--- config.mk ---
export PLATFORM = sky130hd
export DESIGN_NAME = argb_unpremultiply_top
export DESIGN_NICKNAME = d
export VERILOG_FILES = /design/src/sv/unp_pkg.sv /design/src/sv/argb_unpremultiply_top.sv /design/src/sv/unp_prep.sv /design/src/sv/unp_div_stage.sv
export VERILOG_INCLUDE_DIRS = /design/src /design/src/sv
export SDC_FILE = /design/constraint.sdc
export NUM_CORES = 1
export LEC_CHECK = 0
export ABC_AREA = 1
export BUFFER_PORTS_ARGS = -buffer_cell sky130_fd_sc_hd__buf_2
export CAP_MARGIN = 20
export CORE_ASPECT_RATIO = 2
export CORE_MARGIN = 2
export CORE_UTILIZATION = 55
export DETAILED_ROUTE_END_ITERATION = 10
export HOLD_SLACK_MARGIN = 0.05
export PLACE_DENSITY = 0.76
export SYNTH_ARGS = -nofsm -noshare
export SYNTH_HDL_FRONTEND = slang
export SYNTH_SLANG_ARGS = --single-unit
--- constraint.sdc ---
create_clock -name i_clk -period 5.8 [get_ports i_clk]
set_input_delay 0.87 -clock i_clk [delete_from_list [all_inputs] [get_ports i_clk]]
set_output_delay 0.87 -clock i_clk [all_outputs]
set_load 0.05 [all_outputs]
--- src/sv/assert_macros.svh ---
// ----------------------------------------------------------------------------
// Assertion macros
// Shared concurrent assertion shorthands, clocked on i_clk, off during reset.
// ----------------------------------------------------------------------------
`ifndef ASSERT_MACROS_SVH
`define ASSERT_MACROS_SVH

// Plain property check.
`define UNP_ASSERT(name, prop, msg) \
    name: assert property (@(posedge i_clk) disable iff (!i_rst_n) (prop)) \
        else $error(msg);

// Same-cycle implication.
`define UNP_IMPLY(name, ante, cons, msg) \
    name: assert property (@(posedge i_clk) disable iff (!i_rst_n) \
        (ante) |-> (cons)) else $error(msg);

`endif

--- src/sv/unp_pkg.sv ---
// ----------------------------------------------------------------------------
// unp_pkg
// Types, constants and the division step shared by the unpremultiply pipe.
// ----------------------------------------------------------------------------
package unp_pkg;

    localparam int BYTE_W     = 8;
    localparam int NUM_LANES  = 3;                 // red, green, blue
    localparam int NUM_W      = 2 * BYTE_W;        // c*255 + a/2 fits in 16 bits
    localparam int ALPHA_LSB  = 24;
    localparam int BITS_PER_STAGE = 2;
    localparam int DIV_STAGES = BYTE_W / BITS_PER_STAGE;
    localparam logic [BYTE_W-1:0] FULL_SCALE = 8'hff;

    typedef struct packed {
        logic [NUM_W-1:0]  rem;      // partial remainder
        logic [BYTE_W-1:0] quo;      // quotient bits found so far
        logic              ovr;      // result forced (zero alpha or saturation)
        logic [BYTE_W-1:0] ovr_val;
    } t_lane;

    typedef struct packed {
        t_lane [NUM_LANES-1:0] lane;
        logic  [BYTE_W-1:0]    alpha;
    } t_work;

    // One restoring division step for quotient bit b.
    function automatic t_lane f_div_step(t_lane l, logic [BYTE_W-1:0] a, logic [2:0] b);
        t_lane             r;
        logic [NUM_W-1:0]  trial;
        r     = l;
        trial = NUM_W'(a) << b;
        if (l.rem >= trial) begin
            r.rem    = l.rem - trial;
            r.quo[b] = 1'b1;
        end
        return r;
    endfunction

endpackage

--- src/sv/argb_unpremultiply_top.sv ---
// ----------------------------------------------------------------------------
// argb_unpremultiply_top
// Premultiplied ARGB32 to straight-alpha bytes, fully pipelined.
// ----------------------------------------------------------------------------
// Takes one pixel request per clock and gives one result per clock while the
// output is not stalled. Six register stages: one that forms c*255 + a/2 and
// flags zero alpha and saturation (loaded at the accepting edge), four radix-4
// restoring division stages (two quotient bits each, three color lanes side by
// side) and the output register.
// Each stage holds its item under i_stall and takes a new one as soon as it is
// empty or its item moves on, so bubbles close up while the output is stalled.
`include "assert_macros.svh"

module argb_unpremultiply_top (
    input  logic        i_clk,
    input  logic        i_rst_n,
    input  logic        i_valid,
    output logic        o_stall,
    input  logic [31:0] i_pixel_argb,
    output logic        o_valid,
    input  logic        i_stall,
    output logic [7:0]  o_red,
    output logic [7:0]  o_green,
    output logic [7:0]  o_blue,
    output logic [7:0]  o_opacity
);
    import unp_pkg::*;

    logic  w_valid [DIV_STAGES+1];
    logic  w_stall [DIV_STAGES+1];
    t_work w_work  [DIV_STAGES+1];

    logic              r_out_valid;
    logic [BYTE_W-1:0] r_red;
    logic [BYTE_W-1:0] r_green;
    logic [BYTE_W-1:0] r_blue;
    logic [BYTE_W-1:0] r_opacity;
    logic              w_out_stall;
    logic              w_out_load;

    unp_prep u_prep (
        .i_clk        (i_clk),
        .i_rst_n      (i_rst_n),
        .i_valid      (i_valid),
        .o_stall      (o_stall),
        .i_pixel_argb (i_pixel_argb),
        .o_valid      (w_valid[0]),
        .i_stall      (w_stall[0]),
        .o_work       (w_work[0])
    );

    for (genvar s = 0; s < DIV_STAGES; s++) begin : g_div
        unp_div_stage #(
            .HI_BIT (BYTE_W - 1 - BITS_PER_STAGE * s)
        ) u_div (
            .i_clk   (i_clk),
            .i_rst_n (i_rst_n),
            .i_valid (w_valid[s]),
            .o_stall (w_stall[s]),
            .i_work  (w_work[s]),
            .o_valid (w_valid[s+1]),
            .i_stall (w_stall[s+1]),
            .o_work  (w_work[s+1])
        );
    end

    assign w_out_stall         = r_out_valid && i_stall;
    assign w_stall[DIV_STAGES] = w_out_stall;
    assign w_out_load          = !w_out_stall;

    always_ff @(posedge i_clk) begin
        if (!i_rst_n) begin
            r_out_valid <= 1'b0;
        end else if (w_out_load) begin
            r_out_valid <= w_valid[DIV_STAGES];
        end
    end

    // forced value wins over the quotient for zero alpha and saturation
    always_ff @(posedge i_clk) begin
        if (w_out_load && w_valid[DIV_STAGES]) begin
            r_red     <= w_work[DIV_STAGES].lane[2].ovr ? w_work[DIV_STAGES].lane[2].ovr_val
                                                        : w_work[DIV_STAGES].lane[2].quo;
            r_green   <= w_work[DIV_STAGES].lane[1].ovr ? w_work[DIV_STAGES].lane[1].ovr_val
                                                        : w_work[DIV_STAGES].lane[1].quo;
            r_blue    <= w_work[DIV_STAGES].lane[0].ovr ? w_work[DIV_STAGES].lane[0].ovr_val
                                                        : w_work[DIV_STAGES].lane[0].quo;
            r_opacity <= w_work[DIV_STAGES].alpha;
        end
    end

    assign o_valid   = r_out_valid;
    assign o_red     = r_red;
    assign o_green   = r_green;
    assign o_blue    = r_blue;
    assign o_opacity = r_opacity;

    `UNP_IMPLY(a_zero_alpha_out, o_valid && o_opacity == '0,
        o_red == '0 && o_green == '0 && o_blue == '0,
        "zero alpha result has nonzero color")
    `UNP_IMPLY(a_stall_source, o_stall, i_stall,
        "input stalled without output back pressure")

endmodule

--- src/sv/unp_prep.sv ---
// ----------------------------------------------------------------------------
// unp_prep
// Unpacks the pixel, forms the rounded numerators and flags forced results.
// ----------------------------------------------------------------------------
`include "assert_macros.svh"

module unp_prep (
    input  logic             i_clk,
    input  logic             i_rst_n,
    input  logic             i_valid,
    output logic             o_stall,
    input  logic [31:0]      i_pixel_argb,
    output logic             o_valid,
    input  logic             i_stall,
    output unp_pkg::t_work   o_work
);
    import unp_pkg::*;

    logic  r_valid;
    t_work r_work;
    t_work n_work;
    logic  w_load;

    assign o_stall = r_valid && i_stall;
    assign w_load  = !o_stall;

    always_comb begin
        logic [BYTE_W-1:0] c;
        logic [NUM_W-1:0]  num;
        n_work.alpha = i_pixel_argb[ALPHA_LSB +: BYTE_W];
        for (int l = 0; l < NUM_LANES; l++) begin
            // lane 0 is blue, lane 2 is red
            c   = i_pixel_argb[l*BYTE_W +: BYTE_W];
            // c*255 as (c<<8) - c, plus a/2 for round to nearest
            num = (NUM_W'(c) << BYTE_W) - NUM_W'(c) + NUM_W'(n_work.alpha[BYTE_W-1:1]);
            n_work.lane[l].rem = num;
            n_work.lane[l].quo = '0;
            if (n_work.alpha == '0) begin
                n_work.lane[l].ovr     = 1'b1;
                n_work.lane[l].ovr_val = '0;
            end else if (num >= (NUM_W'(n_work.alpha) << BYTE_W)) begin
                // quotient would exceed 255
                n_work.lane[l].ovr     = 1'b1;
                n_work.lane[l].ovr_val = FULL_SCALE;
            end else begin
                n_work.lane[l].ovr     = 1'b0;
                n_work.lane[l].ovr_val = '0;
            end
        end
    end

    always_ff @(posedge i_clk) begin
        if (!i_rst_n) begin
            r_valid <= 1'b0;
        end else if (w_load) begin
            r_valid <= i_valid;
        end
    end

    always_ff @(posedge i_clk) begin
        if (w_load && i_valid) begin
            r_work <= n_work;
        end
    end

    assign o_valid = r_valid;
    assign o_work  = r_work;

    `UNP_IMPLY(a_zero_alpha_forced, r_valid && r_work.alpha == '0,
        r_work.lane[0].ovr && r_work.lane[0].ovr_val == '0,
        "zero alpha request not forced to zero")

endmodule

--- src/sv/unp_div_stage.sv ---
// ----------------------------------------------------------------------------
// unp_div_stage
// Two restoring division steps per lane, one register stage.
// ----------------------------------------------------------------------------
`include "assert_macros.svh"

module unp_div_stage #(
    parameter int HI_BIT = 7
) (
    input  logic             i_clk,
    input  logic             i_rst_n,
    input  logic             i_valid,
    output logic             o_stall,
    input  unp_pkg::t_work   i_work,
    output logic             o_valid,
    input  logic             i_stall,
    output unp_pkg::t_work   o_work
);
    import unp_pkg::*;

    localparam int LO_BIT = HI_BIT - 1;

    logic  r_valid;
    t_work r_work;
    t_work n_work;
    logic  w_load;

    assign o_stall = r_valid && i_stall;
    assign w_load  = !o_stall;

    always_comb begin
        n_work = i_work;
        for (int l = 0; l < NUM_LANES; l++) begin
            n_work.lane[l] = f_div_step(
                f_div_step(i_work.lane[l], i_work.alpha, 3'(HI_BIT)),
                i_work.alpha, 3'(LO_BIT));
        end
    end

    always_ff @(posedge i_clk) begin
        if (!i_rst_n) begin
            r_valid <= 1'b0;
        end else if (w_load) begin
            r_valid <= i_valid;
        end
    end

    always_ff @(posedge i_clk) begin
        if (w_load && i_valid) begin
            r_work <= n_work;
        end
    end

    assign o_valid = r_valid;
    assign o_work  = r_work;

    // remainder must stay below the divisor at the current bit weight
    `UNP_IMPLY(a_rem_red, r_valid && !r_work.lane[2].ovr,
        r_work.lane[2].rem < (NUM_W'(r_work.alpha) << LO_BIT),
        "red remainder out of range")
    `UNP_IMPLY(a_rem_green, r_valid && !r_work.lane[1].ovr,
        r_work.lane[1].rem < (NUM_W'(r_work.alpha) << LO_BIT),
        "green remainder out of range")
    `UNP_IMPLY(a_rem_blue, r_valid && !r_work.lane[0].ovr,
        r_work.lane[0].rem < (NUM_W'(r_work.alpha) << LO_BIT),
        "blue remainder out of range")

endmodule
# After elaboration in Yosys (flattened, before gate mapping)
# Index checks and enable logic that the tools add are counted.
[word_totals] register_bits=465 input_bits=36 output_inout_bits=34
[classes] add_sub_neg=27 n_lt_le_gt_ge=27 mux=27 reduce_logical=19
[ops] cell="16-bit 2-to-1 mux" n=18
[ops] cell="17-bit 2-to-1 mux" n=3
[ops] cell="16-bit by 7-bit adder with 16-bit output" n=3
[ops] cell="16-bit by 10-bit >= comparator with 1-bit output" n=3
[ops] cell="16-bit by 11-bit >= comparator with 1-bit output" n=3
[ops] cell="16-bit by 12-bit >= comparator with 1-bit output" n=3
[ops] cell="16-bit by 13-bit >= comparator with 1-bit output" n=3
[ops] cell="16-bit by 14-bit >= comparator with 1-bit output" n=3
[ops] cell="16-bit by 15-bit >= comparator with 1-bit output" n=3
[ops] cell="16-bit >= comparator" n=3
[ops] cell="16-bit by 8-bit >= comparator with 1-bit output" n=3
[ops] cell="16-bit by 9-bit >= comparator with 1-bit output" n=3
[ops] cell="16-bit by 10-bit subtractor with 16-bit output" n=3
[ops] cell="16-bit by 11-bit subtractor with 16-bit output" n=3
[ops] cell="16-bit by 12-bit subtractor with 16-bit output" n=3
[ops] cell="16-bit by 13-bit subtractor with 16-bit output" n=3
[ops] cell="16-bit by 14-bit subtractor with 16-bit output" n=3
[ops] cell="16-bit by 15-bit subtractor with 16-bit output" n=3
[ops] cell="16-bit by 8-bit subtractor with 16-bit output" n=3
[ops] cell="16-bit by 9-bit subtractor with 16-bit output" n=3
[ops] cell="9-bit 2-to-1 mux" n=3
[ops] cell="8-bit 2-to-1 mux" n=3
[ops] cell="1-bit logical AND" n=12
[ops] cell="8-bit logical NOT" n=1
[ops] cell="1-bit logical NOT" n=6

# Logic depth before layout (Yosys ltp)
[depth] depth_word=8 depth_mapped=25 ltp_nobuf=24

# Hierarchy
# A second synthesis with hierarchy kept.
[unflattened] hier_cells=4060 area_unflattened_um2=35227.5
[modules_own_cells] module="unp_div_stage at g_div[3].u_div" instances=1 cells_each=965 area_each_um2=7801.2
[modules_own_cells] module="unp_div_stage at g_div[2].u_div" instances=1 cells_each=909 area_each_um2=7661.1
[modules_own_cells] module="unp_div_stage at g_div[1].u_div" instances=1 cells_each=793 area_each_um2=7144.4
[modules_own_cells] module="unp_div_stage at g_div[0].u_div" instances=1 cells_each=706 area_each_um2=6508.7
[modules_own_cells] module="unp_prep" instances=1 cells_each=573 area_each_um2=4773.3
[modules_own_cells] module="argb_unpremultiply_top" instances=1 cells_each=114 area_each_um2=1338.8

# Least setup slack after synthesis
# Ideal clock, no wire load.
[synth_path] path_type="input to register" from="input i_stall" to="register g_div[2].u_div.r_work, in the netlist g_div[2].u_div.o_work[0], enable pin" t_arrival_ns=4.467 required_time_ns=5.279 setup_slack_ns=0.812 cell_stages=5 n_path_buf=0 cell_sequence="nand2_1 -> nor2_1 -> inv_1 -> nor2_1 -> nor2_1"
[synth_via] elab_chain_cells=5
[synth_rtl] item="from (decl)" line="argb_unpremultiply_top.sv:21" text="input logic i_stall,"
[synth_rtl] item="1-bit logical AND" line="argb_unpremultiply_top.sv:67" text="assign w_out_stall = r_out_valid && i_stall;"
[synth_rtl] item="1-bit logical AND (2 in series)" line="unp_div_stage.sv:28" text="assign o_stall = r_valid && i_stall;"
[synth_rtl] item="1-bit logical NOT" line="unp_div_stage.sv:29" text="assign w_load = !o_stall;"
[synth_rtl] item="1-bit logical AND" line="unp_div_stage.sv:49" text="if (w_load && i_valid) begin"
[synth_rtl] item="to (signal assigned)" line="unp_div_stage.sv:50" text="r_work <= n_work;"
[synth_rtl] item="to (decl)" line="unp_div_stage.sv:24" text="t_work r_work;"
# Every way passes these cells.
# A chain may end at the register's enable or synchronous reset.

==> impl_results.md <==
- Placement row count: 114
- FF+latch count, synth: 360
- Critical Path Fanout Max: 14
- Vias in the first global route: 21800
- Worst setup path category: flop to flop
- Overall die width: 161 um
- DRT antenna net count: 0
- Mapped Cells: 3241
- Initial antenna violation count: 0
- Most frequent cells in the layout: 777 x nand2_1, 469 x inv_1, 354 x edfxtp_1, 254 x nor2_1, 237 x ha_1
- CTS Buf Count: 34
- Max_cap viols: 0
- Share of cells above drive strength 1: 8.96%
- Tot GR Track Use: 25.1%
- Clock Path Buffers: 3
- Final Max Slew Viols: 0
- Placer Congestion: 0.931
- Later-pin clock latency in the skew report: 550 ps
- Seq/Total Area, Yosys: 39.9%
- Ys async rst share: 0%
- Post-CTS resize count: 0
- Largest net degree at the start of global routing: 69
- Setup Skew: 24.0 ps
- Top cell type's share of synthesized area: 39.4%
- CTS root buf: clkbuf_16
- Slew HR: 43.8%
- # DRC: 0
- Post-Syn Nets: 3538
- Antenna cells: 0
- Final Hold Fails: 0
- Area Growth Syn to Fin: 7.93%
- Global-route wire length before repair: 102 mm
- Fmax: 212 MHz
- Period utilization: 81.2%
- CTS tree: yes
- H-tree depth: 2
- Design Area, Final: 29100 um^2
- DPL Wire Length: 50.4 mm
- Routed via count: 21500
- Initial Utilization: 55.7%
- Area leader, netlist: edfxtp_1
- Core area: 48400 um^2
- Ys flop type: edfxtp_1
- Data required, critical path: 6090 ps
- Hold-fix buffer count after cts: 0
- First-pass iteration count of the detailed router: 5
- Most common cell after layout, fill and taps aside: nand2_1
- Worst setup SP type: flop
- Reg clk slew, reported paths: 70 ps
- Setup_tns: 0 ps
- PD cells: 300 nW/um^2
- Actual slew at the worst max-slew pin: 843 ps
- Kind of end point of the critical path: flop
- Final std cells w/o fill: 3996
- CTS sink cnt: 360
- I/O pin count: 70
- Vias per cell: 5.39
- Fin crit period: 4710 ps
- Post-synth EDFFs: 354
- Die area: 50900 um^2
- Worst VDD drop: 177 uV
- Placed cells: 3937
- Global route overflow: 0
- Postcts setup bufs: 0
- HP Class: flop to flop
- DRT iter0 DRCs: 978
- Crit path DAT: 5000 ps
- Fin nets: 3632
- Synthesized area per cell: 8.32 um^2
- Synth cell types: 55
- Placed Area: 28000 um^2
- Synth Cell Area: 27000 um^2
- Run status: completed
- Routed wire length: 62.0 mm
- Most area-consuming cells after synthesis: edfxtp_1 39%, ha_1 11%, nand2_1 11%
- Die height: 317 um
- LEAKAGE: 13.2 nW
- Final setup fails: 0
- Ys Warns: 0
- I/O Buffers: 69
- Routed len/inst: 15.5 um
- RSZ-0062 raised after global routing: no
-- area by class of cell --
| class | instances | area [um^2] |
|---|---|---|
| Timing Repair Buffer | 84 | 458 |
| Multi-Input combinational cell | 2367 | 14200 |
| Tap cell | 638 | 798 |
| Sequential cell | 360 | 10800 |
| Clock inverter | 19 | 159 |
| Clock buffer | 40 | 895 |
| Fill cell | 4235 | 19300 |
| Inverter | 488 | 1840 |
-- synth_stat cells (5+ instances only) --
cell type / instances
nor2_2: 11
fa_1: 24
o21ai_1: 25
or2_2: 13
nand3_1: 194
nor4_1: 9
buf_4: 7
clkbuf_1: 6
inv_1: 472
o31ai_1: 5
o211ai_1: 8
nand3_2: 19
nor3b_1: 5
ha_1: 237
inv_2: 13
xor2_1: 116
nand2_2: 43
buf_2: 8
xnor2_1: 58
nand4_1: 62
a21oi_1: 192
a31oi_1: 9
a21o_1: 9
o21ai_2: 29
nand3_4: 8
nand2_1: 777
nor2_1: 256
nor2_4: 12
nor3_1: 37
nand3b_1: 6
dfxtp_1: 6
o21ai_0: 150
edfxtp_1: 354
o21bai_1: 14
-- flip-flops by register name, summed over array words and instances, names as in the netlist --
name,flops
o_green,8
o_red,8
o_opacity,8
g_div.u_div.o_work,260
o_valid,1
u_prep.o_work,62
g_div.u_div.o_valid,4
o_blue,8
u_prep.o_valid,1
-- metrics by stage --
| step | power (mW) | utilization, % | worst slack [ps] | hold WS, ps |
|---|---|---|---|---|
| 5_1_grt | 9.36 | 60.2 | 704 | 421 |
| 6_report | 8.72 | 60.2 | 1090 | 410 |
| 2_1_floorplan | 5.96 | - | 812 | 400 |
| 4_1_cts | 8.75 | 60.2 | 1100 | 417 |
| 3_5_place_dp | 6.57 | 58.0 | 1120 | 405 |
| 3_3_place_gp | 6.50 | 58.0 | 1220 | 402 |
-- per-layer routing --
metal | track usage [%] | up-vias | part of all wire, %
met3 | 2.03 | 282 | 2.5
met4 | 21.0 | 0 | 9.9
met5 | 0 | - | 0
li1 | - | 11000 | -
met1 | 21.8 | 9774 | 32
met2 | 50.6 | 478 | 55
-- worst max-delay path: stages (launching register included) --
cell,delay [ps]
edfxtp_1,730
inv_1,350
ha_1,400
nand2_1,110
nor3_1,140
nand3_1,110
nand2_1,120
nor2_1,180
or2_2,310
o21ai_0,140
inv_1,110
fa_1,460
o21ai_1,240
nand3_1,130
o21bai_1,400
nor2_4,100
nand3_4,150
inv_4,110
nand2_1,90
o21ai_2,50
-- cell families (layout without fill, tap and decap cells) --
family,after synthesis,in the layout,share of synthesized area [%]
xor gates and xnor gates,174,174,5.65
buffers and inverters,514,631,7.56
DFF,360,360,39.9
AOI/OAI and AO/OA,463,463,9.68
muxes,3,3,0.125
and+or+nand+nor,1466,1466,24.3
adders and majority gates,261,261,12.8
-- power breakdown --
part           internal (mW)  total, mW  switching (mW)
clock network           1.17       2.17            1.00
registers               3.19       3.29           0.107
logic                   1.22       3.26            2.04
-- path summary, 6_finish.rpt --
path              slack [ps]  depth (start not counted)                             endpoint                                start
setup / recovery        1090                         19  g_div[2].u_div.o_work[97]$_DFFE_PP_   g_div[1].u_div.o_work[1]$_DFFE_PP_
hold / removal           410                          0  g_div[2].u_div.o_work[89]$_DFFE_PP_  g_div[1].u_div.o_work[89]$_DFFE_PP_
setup reg to reg        1090                         19  g_div[2].u_div.o_work[97]$_DFFE_PP_   g_div[1].u_div.o_work[1]$_DFFE_PP_
hold reg to reg          410                          0  g_div[2].u_div.o_work[89]$_DFFE_PP_  g_div[1].u_div.o_work[89]$_DFFE_PP_
No activity file was read; power rests on OpenSTA's default activity.
